## config.mk

```make
export PLATFORM = sky130hd
export DESIGN_NAME = slab_pool_allocator_top_flat
export DESIGN_NICKNAME = d
export VERILOG_FILES = /design/src/spa_pkg.sv /design/src/spa_if.sv /design/src/spa_ram.sv /design/src/slab_pool_allocator_top.sv /design/src/flat_wrapper.sv
export VERILOG_INCLUDE_DIRS = /design/src /design/src/src
export SDC_FILE = /design/constraint.sdc
export NUM_CORES = 2
export LEC_CHECK = 0
export BUFFER_PORTS_ARGS = -buffer_cell sky130_fd_sc_hd__buf_2
export CAP_MARGIN = 20
export CELL_PAD_IN_SITES_DETAIL_PLACEMENT = 0
export CELL_PAD_IN_SITES_GLOBAL_PLACEMENT = 1
export CORE_MARGIN = 2
export CORE_UTILIZATION = 29
export CTS_BUF_LIST = sky130_fd_sc_hd__clkbuf_4 sky130_fd_sc_hd__clkbuf_8
export CTS_CLUSTER_SIZE = 8
export DETAILED_ROUTE_END_ITERATION = 16
export GPL_TIMING_DRIVEN = 0
export PLACE_DENSITY = 0.54
export SYNTH_ARGS = -nofsm -noshare
export SYNTH_HDL_FRONTEND = slang
export SYNTH_SLANG_ARGS = --single-unit
```

## constraint.sdc

```tcl
create_clock -name clk_i -period 10.9 [get_ports clk_i]
set_input_delay 1.09 -clock clk_i [delete_from_list [all_inputs] [get_ports clk_i]]
set_output_delay 1.09 -clock clk_i [all_outputs]
set_load 0.02 [all_outputs]
```

## src/assert_macros.svh

```systemverilog
// Assertion macros for the RTL of the slab pool allocator.
`ifndef ASSERT_MACROS_SVH
`define ASSERT_MACROS_SVH
`ifndef SYNTHESIS
// Property checked on every rising clock edge outside reset.
`define SPA_ASSERT(lbl, clk, rstn, prop) \
  lbl: assert property (@(posedge clk) disable iff (!rstn) prop) \
    else $error("spa assertion failed");
// Property checked on every rising clock edge, reset included.
`define SPA_ASSERT_ALWAYS(lbl, clk, prop) \
  lbl: assert property (@(posedge clk) prop) else $error("spa assertion failed");
`else
`define SPA_ASSERT(lbl, clk, rstn, prop)
`define SPA_ASSERT_ALWAYS(lbl, clk, prop)
`endif
`endif

```

## src/spa_pkg.sv

```systemverilog
// Constants and types of the slab pool allocator.
package spa_pkg;
  localparam int MAX_BLOCKS = 8;
  localparam int SLOTS      = 16;
  localparam int BLK_W      = $clog2(MAX_BLOCKS);
  localparam int SLOT_W     = $clog2(SLOTS);
  localparam int HANDLE_W   = BLK_W + SLOT_W;
  localparam int CNT_W      = $clog2(SLOTS + 1);
  localparam int LIST_W     = $clog2(MAX_BLOCKS + 1);
  localparam int TOTAL_W    = $clog2(MAX_BLOCKS * SLOTS + 1);
  localparam int STACK_DEPTH = MAX_BLOCKS * SLOTS;

  localparam logic KIND_ALLOC = 1'b0;
  localparam logic KIND_FREE  = 1'b1;

  localparam logic REG_SLOTS = 1'b0;
  localparam logic REG_KEEP  = 1'b1;

  typedef enum logic [1:0] {
    STATUS_OK        = 2'd0,
    STATUS_EXHAUSTED = 2'd1,
    STATUS_BAD_FREE  = 2'd2
  } status_e;
endpackage

```

## src/spa_if.sv

```systemverilog
// Valid/ready channel interfaces for requests and results.
interface spa_req_if;
  logic                         valid;
  logic                         ready;
  logic                         kind;
  logic [spa_pkg::HANDLE_W-1:0] free_handle;
  modport source (output valid, kind, free_handle, input ready);
  modport sink (input valid, kind, free_handle, output ready);
endinterface

interface spa_rsp_if;
  logic                         valid;
  logic                         ready;
  logic [1:0]                   status;
  logic [spa_pkg::HANDLE_W-1:0] handle;
  logic                         block_grown;
  logic                         block_released;
  logic [spa_pkg::TOTAL_W-1:0]  free_total;
  modport source (output valid, status, handle, block_grown, block_released, free_total,
                  input ready);
  modport sink (input valid, status, handle, block_grown, block_released, free_total,
                output ready);
endinterface

```

## src/spa_ram.sv

```systemverilog
// Generic single-write, single-read RAM with registered read data.
module spa_ram #(
  parameter int Width = 8,
  parameter int Depth = 16
) (
  input  logic                     clk_i,
  input  logic                     we_i,
  input  logic [$clog2(Depth)-1:0] waddr_i,
  input  logic [Width-1:0]         wdata_i,
  input  logic                     re_i,
  input  logic [$clog2(Depth)-1:0] raddr_i,
  output logic [Width-1:0]         rdata_o
);
  logic [Width-1:0] mem_q [Depth];
  logic [Width-1:0] rdata_q;

  always_ff @(posedge clk_i) begin
    if (we_i) begin
      mem_q[waddr_i] <= wdata_i;
    end
    if (re_i) begin
      rdata_q <= mem_q[raddr_i];
    end
  end

  assign rdata_o = rdata_q;
endmodule

```

## src/slab_pool_allocator_top.sv

```systemverilog
// Top level of the slab pool allocator: control, block list and slot bookkeeping.
//
// The allocator serves one request at a time. A free passes through accept
// and update, its result registered in the update step; an allocate passes
// through accept, block choice and stack read, then slot commit, its result
// registered in the commit step, or at block choice if the pool is exhausted.
// The extra allocate step is set by the registered read data of the free-slot
// stack RAM, which holds a LIFO of returned slot numbers for each of the 8
// blocks of 16 slots. A new request is accepted while a finished result still
// waits in the output register; the block only pauses when it has a second
// result ready and the first is not yet taken. Per-block counters, the
// newest-first block list and the slot-allocated bits live in flip-flops
// cleared by reset, so no clearing pass is needed. Configuration (slots per
// block, blocks kept when empty) is written over the APB port at byte
// addresses 0 and 4 by the user, only while idle; the block does not enforce it.
`include "assert_macros.svh"

module slab_pool_allocator_top (
  input  logic         clk_i,
  input  logic         rst_ni,
  spa_req_if.sink      in_i,
  spa_rsp_if.source    out_o,
  input  logic         psel,
  input  logic         penable,
  input  logic         pwrite,
  input  logic [2:0]   paddr,
  input  logic [31:0]  pwdata,
  output logic [31:0]  prdata,
  output logic         pready
);
  localparam int NB = spa_pkg::MAX_BLOCKS;
  localparam int BW = spa_pkg::BLK_W;
  localparam int SW = spa_pkg::SLOT_W;
  localparam int HW = spa_pkg::HANDLE_W;
  localparam int CW = spa_pkg::CNT_W;
  localparam int LW = spa_pkg::LIST_W;
  localparam int TW = spa_pkg::TOTAL_W;

  typedef enum logic [1:0] {S_IDLE, S_EXEC, S_FIN} state_e;

  state_e state_q;

  logic [4:0]      slots_q;
  logic [3:0]      keep_q;

  logic [BW-1:0]   order_q [NB];
  logic [LW-1:0]   listed_q;
  logic [NB-1:0]   active_q;
  logic [CW-1:0]   used_q  [NB];
  logic [CW-1:0]   top_q   [NB];
  logic [CW-1:0]   fresh_q [NB];
  logic [spa_pkg::STACK_DEPTH-1:0] taken_q;
  logic [TW-1:0]   total_q;

  logic            kind_q;
  logic [HW-1:0]   req_handle_q;

  logic [BW-1:0]   sel_blk_q;
  logic            from_stack_q;
  logic [SW-1:0]   fresh_slot_q;
  logic            grown_q;

  logic            out_valid_q;
  logic [1:0]      out_status_q;
  logic [HW-1:0]   out_handle_q;
  logic            out_grown_q;
  logic            out_released_q;

  // Configuration port.
  logic cfg_we;
  assign cfg_we = psel & penable & pwrite;
  assign pready = 1'b1;
  always_comb begin
    prdata = '0;
    if (paddr[2] == spa_pkg::REG_SLOTS) prdata[4:0] = slots_q;
    else prdata[3:0] = keep_q;
  end

  // Effective slots per block, saturated to 1..SLOTS.
  logic [CW-1:0] eff_slots;
  always_comb begin
    if (slots_q == 5'd0) eff_slots = CW'(1);
    else if (CW'(slots_q) > CW'(spa_pkg::SLOTS)) eff_slots = CW'(spa_pkg::SLOTS);
    else eff_slots = CW'(slots_q);
  end

  logic out_busy;
  assign out_busy = out_valid_q & ~out_o.ready;
  assign in_i.ready = (state_q == S_IDLE);

  // Allocate decision: grow first when nothing is free, then the first
  // listed block with a free slot.
  logic          grow;
  logic          nb_found;
  logic [BW-1:0] nb;
  logic          can_grow;
  logic          scan_found;
  logic [BW-1:0] scan_blk;
  always_comb begin
    nb_found = 1'b0;
    nb = '0;
    for (int i = 0; i < NB; i++) begin
      if (!nb_found && !active_q[i]) begin
        nb_found = 1'b1;
        nb = BW'(i);
      end
    end
    scan_found = 1'b0;
    scan_blk = '0;
    for (int p = 0; p < NB; p++) begin
      if (!scan_found && (LW'(p) < listed_q) &&
          ((top_q[order_q[p]] != '0) || (fresh_q[order_q[p]] != '0))) begin
        scan_found = 1'b1;
        scan_blk = order_q[p];
      end
    end
  end
  assign grow     = (total_q == '0);
  assign can_grow = nb_found && (listed_q < LW'(NB));

  // Free decision.
  logic [BW-1:0] fb;
  logic          free_ok;
  logic          release_blk;
  logic [NB-1:0] rm_match;
  logic [NB-1:0] rm_after;
  assign fb = req_handle_q[HW-1:SW];
  assign free_ok = active_q[fb] && taken_q[req_handle_q] &&
                   (top_q[fb] < CW'(spa_pkg::SLOTS)) && (used_q[fb] != '0);
  assign release_blk = (used_q[fb] == CW'(1)) && ({1'b0, listed_q} > {1'b0, keep_q});
  always_comb begin
    for (int i = 0; i < NB; i++) begin
      rm_match[i] = (LW'(i) < listed_q) && (order_q[i] == fb);
    end
    rm_after[0] = rm_match[0];
    for (int i = 1; i < NB; i++) begin
      rm_after[i] = rm_after[i-1] | rm_match[i];
    end
  end

  // Freed-slot released-block arithmetic.
  logic [TW:0] rel_free;
  logic [TW:0] rel_total;
  assign rel_free  = (TW+1)'(top_q[fb]) + (TW+1)'(1) + (TW+1)'(fresh_q[fb]);
  assign rel_total = (TW+1)'(total_q) + (TW+1)'(1);

  // Stack RAM.
  logic          ram_we;
  logic [HW-1:0] ram_waddr;
  logic          ram_re;
  logic [HW-1:0] ram_raddr;
  logic [SW-1:0] ram_rdata;
  logic [CW-1:0] sel_top_dec;
  assign sel_top_dec = top_q[scan_blk] - CW'(1);
  assign ram_we    = (state_q == S_EXEC) && !out_busy && (kind_q == spa_pkg::KIND_FREE)
                     && free_ok;
  assign ram_waddr = {fb, top_q[fb][SW-1:0]};
  assign ram_re    = (state_q == S_EXEC) && (kind_q == spa_pkg::KIND_ALLOC) && !grow &&
                     scan_found && (top_q[scan_blk] != '0);
  assign ram_raddr = {scan_blk, sel_top_dec[SW-1:0]};

  spa_ram #(.Width(SW), .Depth(spa_pkg::STACK_DEPTH)) u_stack (
    .clk_i   (clk_i),
    .we_i    (ram_we),
    .waddr_i (ram_waddr),
    .wdata_i (req_handle_q[SW-1:0]),
    .re_i    (ram_re),
    .raddr_i (ram_raddr),
    .rdata_o (ram_rdata)
  );

  logic [SW-1:0] fin_slot;
  assign fin_slot = from_stack_q ? ram_rdata : fresh_slot_q;

  always_ff @(posedge clk_i or negedge rst_ni) begin
    if (!rst_ni) begin
      state_q        <= S_IDLE;
      slots_q        <= 5'd16;
      keep_q         <= 4'd2;
      listed_q       <= '0;
      active_q       <= '0;
      taken_q        <= '0;
      total_q        <= '0;
      out_valid_q    <= 1'b0;
      out_status_q   <= spa_pkg::STATUS_OK;
      out_handle_q   <= '0;
      out_grown_q    <= 1'b0;
      out_released_q <= 1'b0;
      kind_q         <= spa_pkg::KIND_ALLOC;
      req_handle_q   <= '0;
      sel_blk_q      <= '0;
      from_stack_q   <= 1'b0;
      fresh_slot_q   <= '0;
      grown_q        <= 1'b0;
      for (int i = 0; i < NB; i++) begin
        order_q[i] <= '0;
        used_q[i]  <= '0;
        top_q[i]   <= '0;
        fresh_q[i] <= '0;
      end
    end else begin
      if (cfg_we) begin
        if (paddr[2] == spa_pkg::REG_SLOTS) slots_q <= pwdata[4:0];
        else keep_q <= pwdata[3:0];
      end
      if (out_valid_q && out_o.ready) out_valid_q <= 1'b0;

      case (state_q)
        S_IDLE: begin
          if (in_i.valid) begin
            kind_q       <= in_i.kind;
            req_handle_q <= in_i.free_handle;
            state_q      <= S_EXEC;
          end
        end
        S_EXEC: begin
          if (!out_busy) begin
            if (kind_q == spa_pkg::KIND_FREE) begin
              out_valid_q    <= 1'b1;
              out_handle_q   <= '0;
              out_grown_q    <= 1'b0;
              state_q        <= S_IDLE;
              if (!free_ok) begin
                out_status_q   <= spa_pkg::STATUS_BAD_FREE;
                out_released_q <= 1'b0;
              end else begin
                out_status_q            <= spa_pkg::STATUS_OK;
                taken_q[req_handle_q]   <= 1'b0;
                used_q[fb]              <= used_q[fb] - CW'(1);
                if (release_blk) begin
                  out_released_q <= 1'b1;
                  top_q[fb]      <= '0;
                  fresh_q[fb]    <= '0;
                  active_q[fb]   <= 1'b0;
                  total_q <= (rel_total >= rel_free) ? TW'(rel_total - rel_free) : '0;
                  for (int i = 0; i < NB - 1; i++) begin
                    if (rm_after[i]) order_q[i] <= order_q[i+1];
                  end
                  if (|rm_match) listed_q <= listed_q - LW'(1);
                end else begin
                  out_released_q <= 1'b0;
                  top_q[fb]      <= top_q[fb] + CW'(1);
                  total_q        <= total_q + TW'(1);
                end
              end
            end else if (grow) begin
              if (!can_grow) begin
                out_valid_q    <= 1'b1;
                out_status_q   <= spa_pkg::STATUS_EXHAUSTED;
                out_handle_q   <= '0;
                out_grown_q    <= 1'b0;
                out_released_q <= 1'b0;
                state_q        <= S_IDLE;
              end else begin
                // The new block goes to the head of the list and serves this
                // allocate from its highest fresh slot.
                order_q[0] <= nb;
                for (int i = 1; i < NB; i++) begin
                  order_q[i] <= order_q[i-1];
                end
                listed_q     <= listed_q + LW'(1);
                active_q[nb] <= 1'b1;
                used_q[nb]   <= CW'(1);
                top_q[nb]    <= '0;
                fresh_q[nb]  <= eff_slots - CW'(1);
                total_q      <= total_q + TW'(eff_slots) - TW'(1);
                sel_blk_q    <= nb;
                from_stack_q <= 1'b0;
                fresh_slot_q <= SW'(eff_slots - CW'(1));
                grown_q      <= 1'b1;
                state_q      <= S_FIN;
              end
            end else if (!scan_found) begin
              out_valid_q    <= 1'b1;
              out_status_q   <= spa_pkg::STATUS_EXHAUSTED;
              out_handle_q   <= '0;
              out_grown_q    <= 1'b0;
              out_released_q <= 1'b0;
              state_q        <= S_IDLE;
            end else begin
              sel_blk_q        <= scan_blk;
              grown_q          <= 1'b0;
              used_q[scan_blk] <= used_q[scan_blk] + CW'(1);
              total_q          <= total_q - TW'(1);
              if (top_q[scan_blk] != '0) begin
                top_q[scan_blk] <= sel_top_dec;
                from_stack_q    <= 1'b1;
              end else begin
                fresh_q[scan_blk] <= fresh_q[scan_blk] - CW'(1);
                fresh_slot_q      <= SW'(fresh_q[scan_blk] - CW'(1));
                from_stack_q      <= 1'b0;
              end
              state_q <= S_FIN;
            end
          end
        end
        S_FIN: begin
          if (!out_busy) begin
            taken_q[{sel_blk_q, fin_slot}] <= 1'b1;
            out_valid_q    <= 1'b1;
            out_status_q   <= spa_pkg::STATUS_OK;
            out_handle_q   <= {sel_blk_q, fin_slot};
            out_grown_q    <= grown_q;
            out_released_q <= 1'b0;
            state_q        <= S_IDLE;
          end
        end
        default: state_q <= S_IDLE;
      endcase
    end
  end

  assign out_o.valid          = out_valid_q;
  assign out_o.status         = out_status_q;
  assign out_o.handle         = out_handle_q;
  assign out_o.block_grown    = out_grown_q;
  assign out_o.block_released = out_released_q;
  assign out_o.free_total     = total_q;

  `SPA_ASSERT(a_listed_matches_active, clk_i, rst_ni, $countones(active_q) == 32'(listed_q))
  `SPA_ASSERT(a_fin_follows_exec, clk_i, rst_ni,
    (state_q == S_FIN) |-> ($past(state_q) == S_EXEC || $past(state_q) == S_FIN))
  `SPA_ASSERT(a_fin_is_alloc, clk_i, rst_ni,
    (state_q == S_FIN) |-> (kind_q == spa_pkg::KIND_ALLOC))
  `SPA_ASSERT_ALWAYS(a_total_in_range, clk_i, total_q <= TW'(spa_pkg::STACK_DEPTH))
endmodule

```

## src/flat_wrapper.sv

```systemverilog
// flat-port wrapper written by rule: the top's interface ports become plain ports
module slab_pool_allocator_top_flat 
  (clk_i, rst_ni, psel, penable, pwrite, paddr, pwdata, prdata, pready, in_i_valid, in_i_kind, in_i_free_handle, in_i_ready, out_o_valid, out_o_status, out_o_handle, out_o_block_grown, out_o_block_released, out_o_free_total, out_o_ready);
  spa_req_if in_i_i ();
  spa_rsp_if out_o_i ();
  input  logic clk_i;
  input  logic rst_ni;
  input  logic psel;
  input  logic penable;
  input  logic pwrite;
  input  logic [2:0] paddr;
  input  logic [31:0] pwdata;
  output logic [31:0] prdata;
  output logic pready;
  input wire logic [$bits(in_i_i.valid)-1:0] in_i_valid;
  input wire logic [$bits(in_i_i.kind)-1:0] in_i_kind;
  input wire logic [$bits(in_i_i.free_handle)-1:0] in_i_free_handle;
  output wire logic [$bits(in_i_i.ready)-1:0] in_i_ready;
  output wire logic [$bits(out_o_i.valid)-1:0] out_o_valid;
  output wire logic [$bits(out_o_i.status)-1:0] out_o_status;
  output wire logic [$bits(out_o_i.handle)-1:0] out_o_handle;
  output wire logic [$bits(out_o_i.block_grown)-1:0] out_o_block_grown;
  output wire logic [$bits(out_o_i.block_released)-1:0] out_o_block_released;
  output wire logic [$bits(out_o_i.free_total)-1:0] out_o_free_total;
  input wire logic [$bits(out_o_i.ready)-1:0] out_o_ready;
  assign in_i_i.valid = in_i_valid;
  assign in_i_i.kind = in_i_kind;
  assign in_i_i.free_handle = in_i_free_handle;
  assign in_i_ready = in_i_i.ready;
  assign out_o_valid = out_o_i.valid;
  assign out_o_status = out_o_i.status;
  assign out_o_handle = out_o_i.handle;
  assign out_o_block_grown = out_o_i.block_grown;
  assign out_o_block_released = out_o_i.block_released;
  assign out_o_free_total = out_o_i.free_total;
  assign out_o_i.ready = out_o_ready;
  slab_pool_allocator_top u_core (.clk_i(clk_i), .rst_ni(rst_ni), .in_i(in_i_i), .out_o(out_o_i), .psel(psel), .penable(penable), .pwrite(pwrite), .paddr(paddr), .pwdata(pwdata), .prdata(prdata), .pready(pready));
endmodule
```

== Yosys cells after proc, flatten, opt, wreduce, memory -nomap -nowiden ==
Memory sizes are Yosys's and may differ from the RTL's. A register that Yosys moved wholly into a read port is not among the register bits.
Cells that the tools add are included.

* Register bits after elaboration: 332
* Memories kept: 1
* Bits in writable memories: 512
* Output and inout port bits: 54

{| class="wikitable"
|+ Memories
! name !! depth !! width !! rd ports !! clocked after Yosys merged registers in !! write ports !! RTL line !! source
|-
| u_core.u_stack.mem_q || 128 || 4 || 1 || 1 || 1 || spa_ram.sv:14 || <nowiki>logic [Width-1:0] mem_q [Depth];</nowiki>
|}

* Bitwise logic cells: 38
* Order comparisons: 35
* Muxes and demuxes: 239
* Equality and inequality tests: 32
* Add/subtract/negate cells: 16
* Reductions and logical operators: 129

{| class="wikitable"
|+ Operators by type and width
! operator !! count
|-
| 40-bit 2-to-1 mux || 19
|-
| 128-bit 2-to-1 mux || 4
|-
| 5-bit binary-select mux with 3-bit select || 22
|-
| 128-bit one-hot mux with 2 select lines || 1
|-
| 5-bit 2-to-1 mux || 49
|-
| 40-bit bitwise mux || 6
|-
| 128-bit AND || 1
|-
| 128-bit NOT || 1
|-
| 128-bit OR || 1
|-
| 40-bit AND || 3
|-
| 8-bit 2-to-1 mux || 12
|-
| 5-bit nonzero test || 18
|-
| 40-bit NOT || 2
|-
| 3-bit 2-to-1 mux || 22
|-
| 21-bit 2-to-1 mux || 3
|-
| 7-bit AND reduction || 9
|-
| 1-bit 2-to-1 mux || 51
|-
| 1-bit logical AND || 50
|-
| 24-bit 2-to-1 mux || 2
|-
| 4-bit 2-to-1 mux || 12
|-
| 5-bit demux with 3-bit select || 3
|-
| 4-bit >= comparator, second input constant || 11
|-
| 3-bit NOT with 4-bit output || 11
|-
| 7-bit 2-to-1 mux || 6
|-
| other kinds (63) || 170
|}

== Depth between registers and ports, before layout ==
* Word-level depth: 46
* Depth in mapped cells: 28
* Gate-level depth less buffers: 22

== Cells and area by module ==
A second synthesis with hierarchy kept.

* Cells, all modules: 3454
* Area total of the unflattened synthesis: 42638.4 um^2

{| class="wikitable"
|+ Modules (own cells, without submodules)
! module !! area each (um^2) !! cells each !! sequential area each (um^2) !! instances
|-
| slab_pool_allocator_top || 22401.5 || 2547 || 8310.5 || 1
|-
| spa_ram || 20236.9 || 907 || 15494.9 || 1
|}

== Worst setup path before layout ==
No wires, ideal clock.

* Kind: flip-flop to flip-flop
* Start point: register u_core.fresh_q[23] in the netlist's numbering
* End point: register u_core.u_stack.rdata_q[3] (netlist: u_core.u_stack.rdata_o[3]) (read register of u_core.u_stack.mem_q), data pin
* Stages on the path, launching flop included: 25
* Buffers on the path: 7
* Library setup time: 0.277 ns
* Setup slack: 2.889 ns
* Data arrival time: 7.734 ns
* Data required time: 10.623 ns
* Clock period less this slack: 8.011 ns
* Path through: dfrtp_1 -> or4_1 -> or4_1 -> a21oi_2 -> o32ai_2 -> or4_4 -> a2111o_1 -> o2bb2ai_2 -> a21bo_2 -> a211o_1 -> o2111ai_1 -> clkbuf_1 -> buf_2 -> buf_1 -> inv_1 -> ha_1 -> clkbuf_1 -> buf_1 -> clkbuf_1 -> clkbuf_1 -> mux4_2 -> mux2i_1 -> nor3_1 -> a2111oi_0 -> nand4_1

* Cells in the longest elaborated chain, start to end: 41
* Elaborated cells between the ends (all ways): 86
* Classes of those cells: add/sub: 1; mux: 43; bitwise: 1; reduce/logical: 41

{| class="wikitable"
|+ Ends and longest elaborated chain
! element !! RTL line !! source
|-
| from (decl) || slab_pool_allocator_top.sv:51 || <nowiki>logic [CW-1:0] fresh_q [NB];</nowiki>
|-
| from (signal, indexed assignment) || slab_pool_allocator_top.sv:265 || <nowiki>fresh_q[nb] <= eff_slots - CW'(1);</nowiki>
|-
| from (signal, indexed assignment) || slab_pool_allocator_top.sv:289 || <nowiki>fresh_q[scan_blk] <= fresh_q[scan_blk] - CW'(1);</nowiki>
|-
| parallel branches: the longest is 41 deep, another holds 5-bit binary-select mux with 3-bit select || n/a ||
|-
| to (decl) || spa_ram.sv:15 || <nowiki>logic [Width-1:0] rdata_q;</nowiki>
|}

Several ways; the timed one is not identified. The select of a mux whose other input is x is not followed.
A chain may end at the register's enable or synchronous reset.

== Worst setup path in the final report ==
* Start point: register u_core.top_q[16] in the netlist's numbering
* End point: register u_core.u_stack.rdata_q[1] (netlist: u_core.u_stack.rdata_o[1]) (read register of u_core.u_stack.mem_q), data pin

* Cells in the longest elaborated chain, start to end: 41
* Elaborated cells between the ends (all ways): 86
* Classes of those cells: add/sub: 1; mux: 43; bitwise: 1; reduce/logical: 41

{| class="wikitable"
|+ Ends and longest elaborated chain
! element !! RTL line !! source
|-
| from (decl) || slab_pool_allocator_top.sv:50 || <nowiki>logic [CW-1:0] top_q [NB];</nowiki>
|-
| from (signal, indexed assignment) || slab_pool_allocator_top.sv:242 || <nowiki>top_q[fb] <= top_q[fb] + CW'(1);</nowiki>
|-
| from (signal, indexed assignment) || slab_pool_allocator_top.sv:286 || <nowiki>top_q[scan_blk] <= sel_top_dec;</nowiki>
|-
| parallel branches: the longest is 41 deep, another holds 5-bit binary-select mux with 3-bit select || n/a ||
|}

Several ways; the timed one is not identified. The select of a mux whose other input is x is not followed.

==> flow_summary.ini <==
[synthesis]
syn_avg_cell_area_um2 = 12.1
synth.distinct_cells = 102
synthArstFlopShare = 0.392
synth_edf_count = 516
ys_ff_latch = 848
seq_area_frac_synth = 0.566
yosys_warnings = 0
ys.flop_type = edfxtp_1
syn-cell-area_um2 = 42100
synth_cells = 3484

[timing]
finalCritPeriodShare = 0.963
timing.hold.ws_ps = 127
hold_viol_final = 0
setup_violations = 0
slew-limit-headroom = 0.163
max_slew.worst_pin.slew_ps = 1250
fin_skew_ps = 45.7
fin_crit_ps = 10500
rsz0062_at_grt = no
final_max_slew_viol_count = 0
fmax_ghz = 0.0953

[floorplan]
die_w_um = 385
die_h_um = 385
die_area_um2 = 148000
num_io_pins = 104
rows = 139
core_um2 = 144000
start_util = 0.293

[drt]
detail-route-antenna-nets = 0
wire_per_inst_um = 30.0
drt_first_pass_iters = 7
via_per_inst = 5.73
drt-initial-drc-count = 3716
drt_wl_total_um = 173000
via_count = 33129
drc_errors = 0

[clock_tree]
cts_sinks = 848
clock_path_buffers = 3
cts.clk_slew.worst_paths_ps = 60
numCtsBuffers = 156
post-cts-setup-buffers = 0
cts.htree.levels = 4
cts_tree = built
clkLatencyLatePin_ps = 900
clockRootBuffer = clkbuf_8

[finish]
layout-drive-gt1-share = 0.171
multi_input_area_um2 = 17100
fin_nets = 3852
postLayoutCoreUtil = 0.340
ff_latch_area_um2 = 23800
syn_to_final_growth_pct = 16.2
nFillCells = 14438

[min_path]
hold_class = input port to async pin

[flow_run]
maxCapViolations = 0

[pwr]
cellPowerDensity_nw_per_um2 = 187
ir_drop_mv = 0.121
p_leak_uw = 0.0175
design_power_total_uw = 9160

[grt]
track_usage = 0.232
grt_pass1_vias = 33106
antenna_found_initial = 7
grt_max_degree = 89
grt_pass1_wl_um = 247000
grt-ovfl-total = 0

[placed_design]
place.gp.congestion = 0.972
hpwl_um = 125000
port_buffers = 45

[critical_path]
crit_fanout = 10
end_kind = flip-flop
critPathRequiredTime_ps = 11460
crit_type = flip-flop to flip-flop
critical_path_arrival_ps = 11060
start_kind = flip-flop

[run_status]
status = finished, final reports clean
worst max-delay path, stage by stage, from the launching register on:
cell	delay, ps
dfrtp_1	450
nor4_2	620
nand3_1	450
o221ai_1	480
o32ai_2	220
nor4_4	550
o211ai_1	290
or2_1	340
a21oi_4	420
buf_2	510
o211ai_1	160
o2111ai_1	350
buf_2	500
buf_2	430
buf_2	370
inv_1	180
ha_1	640
clkbuf_4	450
clkbuf_4	390
buf_1	280
buf_16	190
mux4_2	520
mux2i_1	390
o32ai_1	160
a211oi_1	400
nand4_1	320
Yosys cell counts, types with 54 or more instances:
cell type	count	area, µm²
a21oi_1	106	531
a22o_1	102	893
a22oi_1	128	961
clkbuf_1	164	616
dfrtp_1	330	8260
edfxtp_1	516	15500
inv_1	62	233
mux2i_1	69	691
mux4_2	132	2970
nand2_1	255	957
nand3_1	69	345
nand4_1	54	338
nor2_1	354	1330
o21ai_0	227	1140
o22ai_1	102	638
sequential cells by signal (all words and copies together) (netlist names), 2 cells and up:
name / flops
u_core.u_stack.mem_q: 512
u_core.taken_q: 128
u_core.fresh_q: 40
u_core.top_q: 40
u_core.used_q: 40
u_core.order_q: 24
u_core.active_q: 8
u_core.out_o.free_total: 8
u_core.out_o.handle: 7
u_core.req_handle_q: 7
u_core.slots_q: 5
u_core.fresh_slot_q: 4
u_core.keep_q: 4
u_core.listed_q: 4
u_core.u_stack.rdata_o: 4
u_core.sel_blk_q: 3
u_core.out_o.status: 2
u_core.state_q: 2
metal layers:
layer	vias up	global-route usage	wire [µm]
met3	407	0.0457	13400
met1	16935	0.311	73200
met5	-	0	20
met2	1617	0.363	78700
li1	14168	-	-
met4	2	0.105	8100
report_power, final:
part           switching [µW]  internal [µW]
sequential                116           3750
clock                    1470           1800
combinational            1560            459
total                    3150           6010
path summary, 6_finish.rpt:
| path | end | from | depth (start not counted) | slack (ps) |
|---|---|---|---|---|
| setup reg to reg | u_core.u_stack.rdata_o[1] | u_core.top_q[16] | 25 | 400 |
| max in group asynchronous | u_core.slots_q[4] | rst_ni | 3 | 9580 |
| min in group clk_i | u_core.slots_q[4] | pwdata[4] | 2 | 440 |
| setup / recovery | u_core.u_stack.rdata_o[1] | u_core.top_q[16] | 25 | 400 |
| hold reg to reg | u_core.out_o.handle[6] | u_core.out_o.handle[6] | 2 | 470 |
| hold / removal | u_core.taken_q[110] | rst_ni | 1 | 130 |
metrics by stage:
step	setup WS [ps]	cells	TNS [ps]	area [µm²]
5_1_grt	23.2	5782	0	48900
3_3_place_gp	-3080	5458	-27480	44800
4_1_cts	85.9	5776	0	48800
2_1_floorplan	2890	3510	0	42200
6_report	404	5783	0	48900
3_5_place_dp	-1910	5498	-12040	45500
kinds of logic (layout without fill, tap and decap cells):
family / Yosys count / after routing / synth area share
AO/OA/AOI/OAI: 993 / 993 / 0.165
AND/OR/NAND/NOR: 972 / 972 / 0.108
flip-flops: 848 / 848 / 0.566
buffers and inverters: 300 / 666 / 0.0303
multiplexers: 259 / 259 / 0.103
XOR/XNOR: 62 / 62 / 0.0129
adder cells (fa/ha/maj): 48 / 48 / 0.0148
other: 2 / 32 / 0.000178
layout make-up:
| type | instances | share of cell area |
|---|---|---|
| sequential | 848 | 0.487 |
| multi-input combinational | 2362 | 0.351 |
| clock buffer | 240 | 0.0591 |
| tap | 1903 | 0.0487 |
| buffer | 234 | 0.0216 |
| timing repair buffer | 88 | 0.0190 |
| clock inverter | 40 | 0.00832 |
| inverter | 64 | 0.00492 |
| antenna | 4 | 0.000205 |
what timing repair did:
item	CTS	global route
pin swaps	0	0
endpoints found under the setup margin	12	3
resized for setup	13	11
hold buffers	0	0
placed cells by master (no fill, tap or decap), types with 45 or more instances in the layout:
master / n
a21oi_1: 106
a22o_1: 102
a22oi_1: 128
buf_2: 72
clkbuf_1: 157
clkbuf_4: 69
clkbuf_8: 174
dfrtp_1: 326
edfxtp_1: 516
ha_1: 45
inv_1: 62
mux2_2: 52
mux2i_1: 69
mux4_2: 132
nand2_1: 255
nand3_1: 69
nand4_1: 54
nor2_1: 354
nor3_1: 52
o21ai_0: 227
o22a_1: 48
o22ai_1: 102
Note: power is estimated with default switching activity, not from simulation.
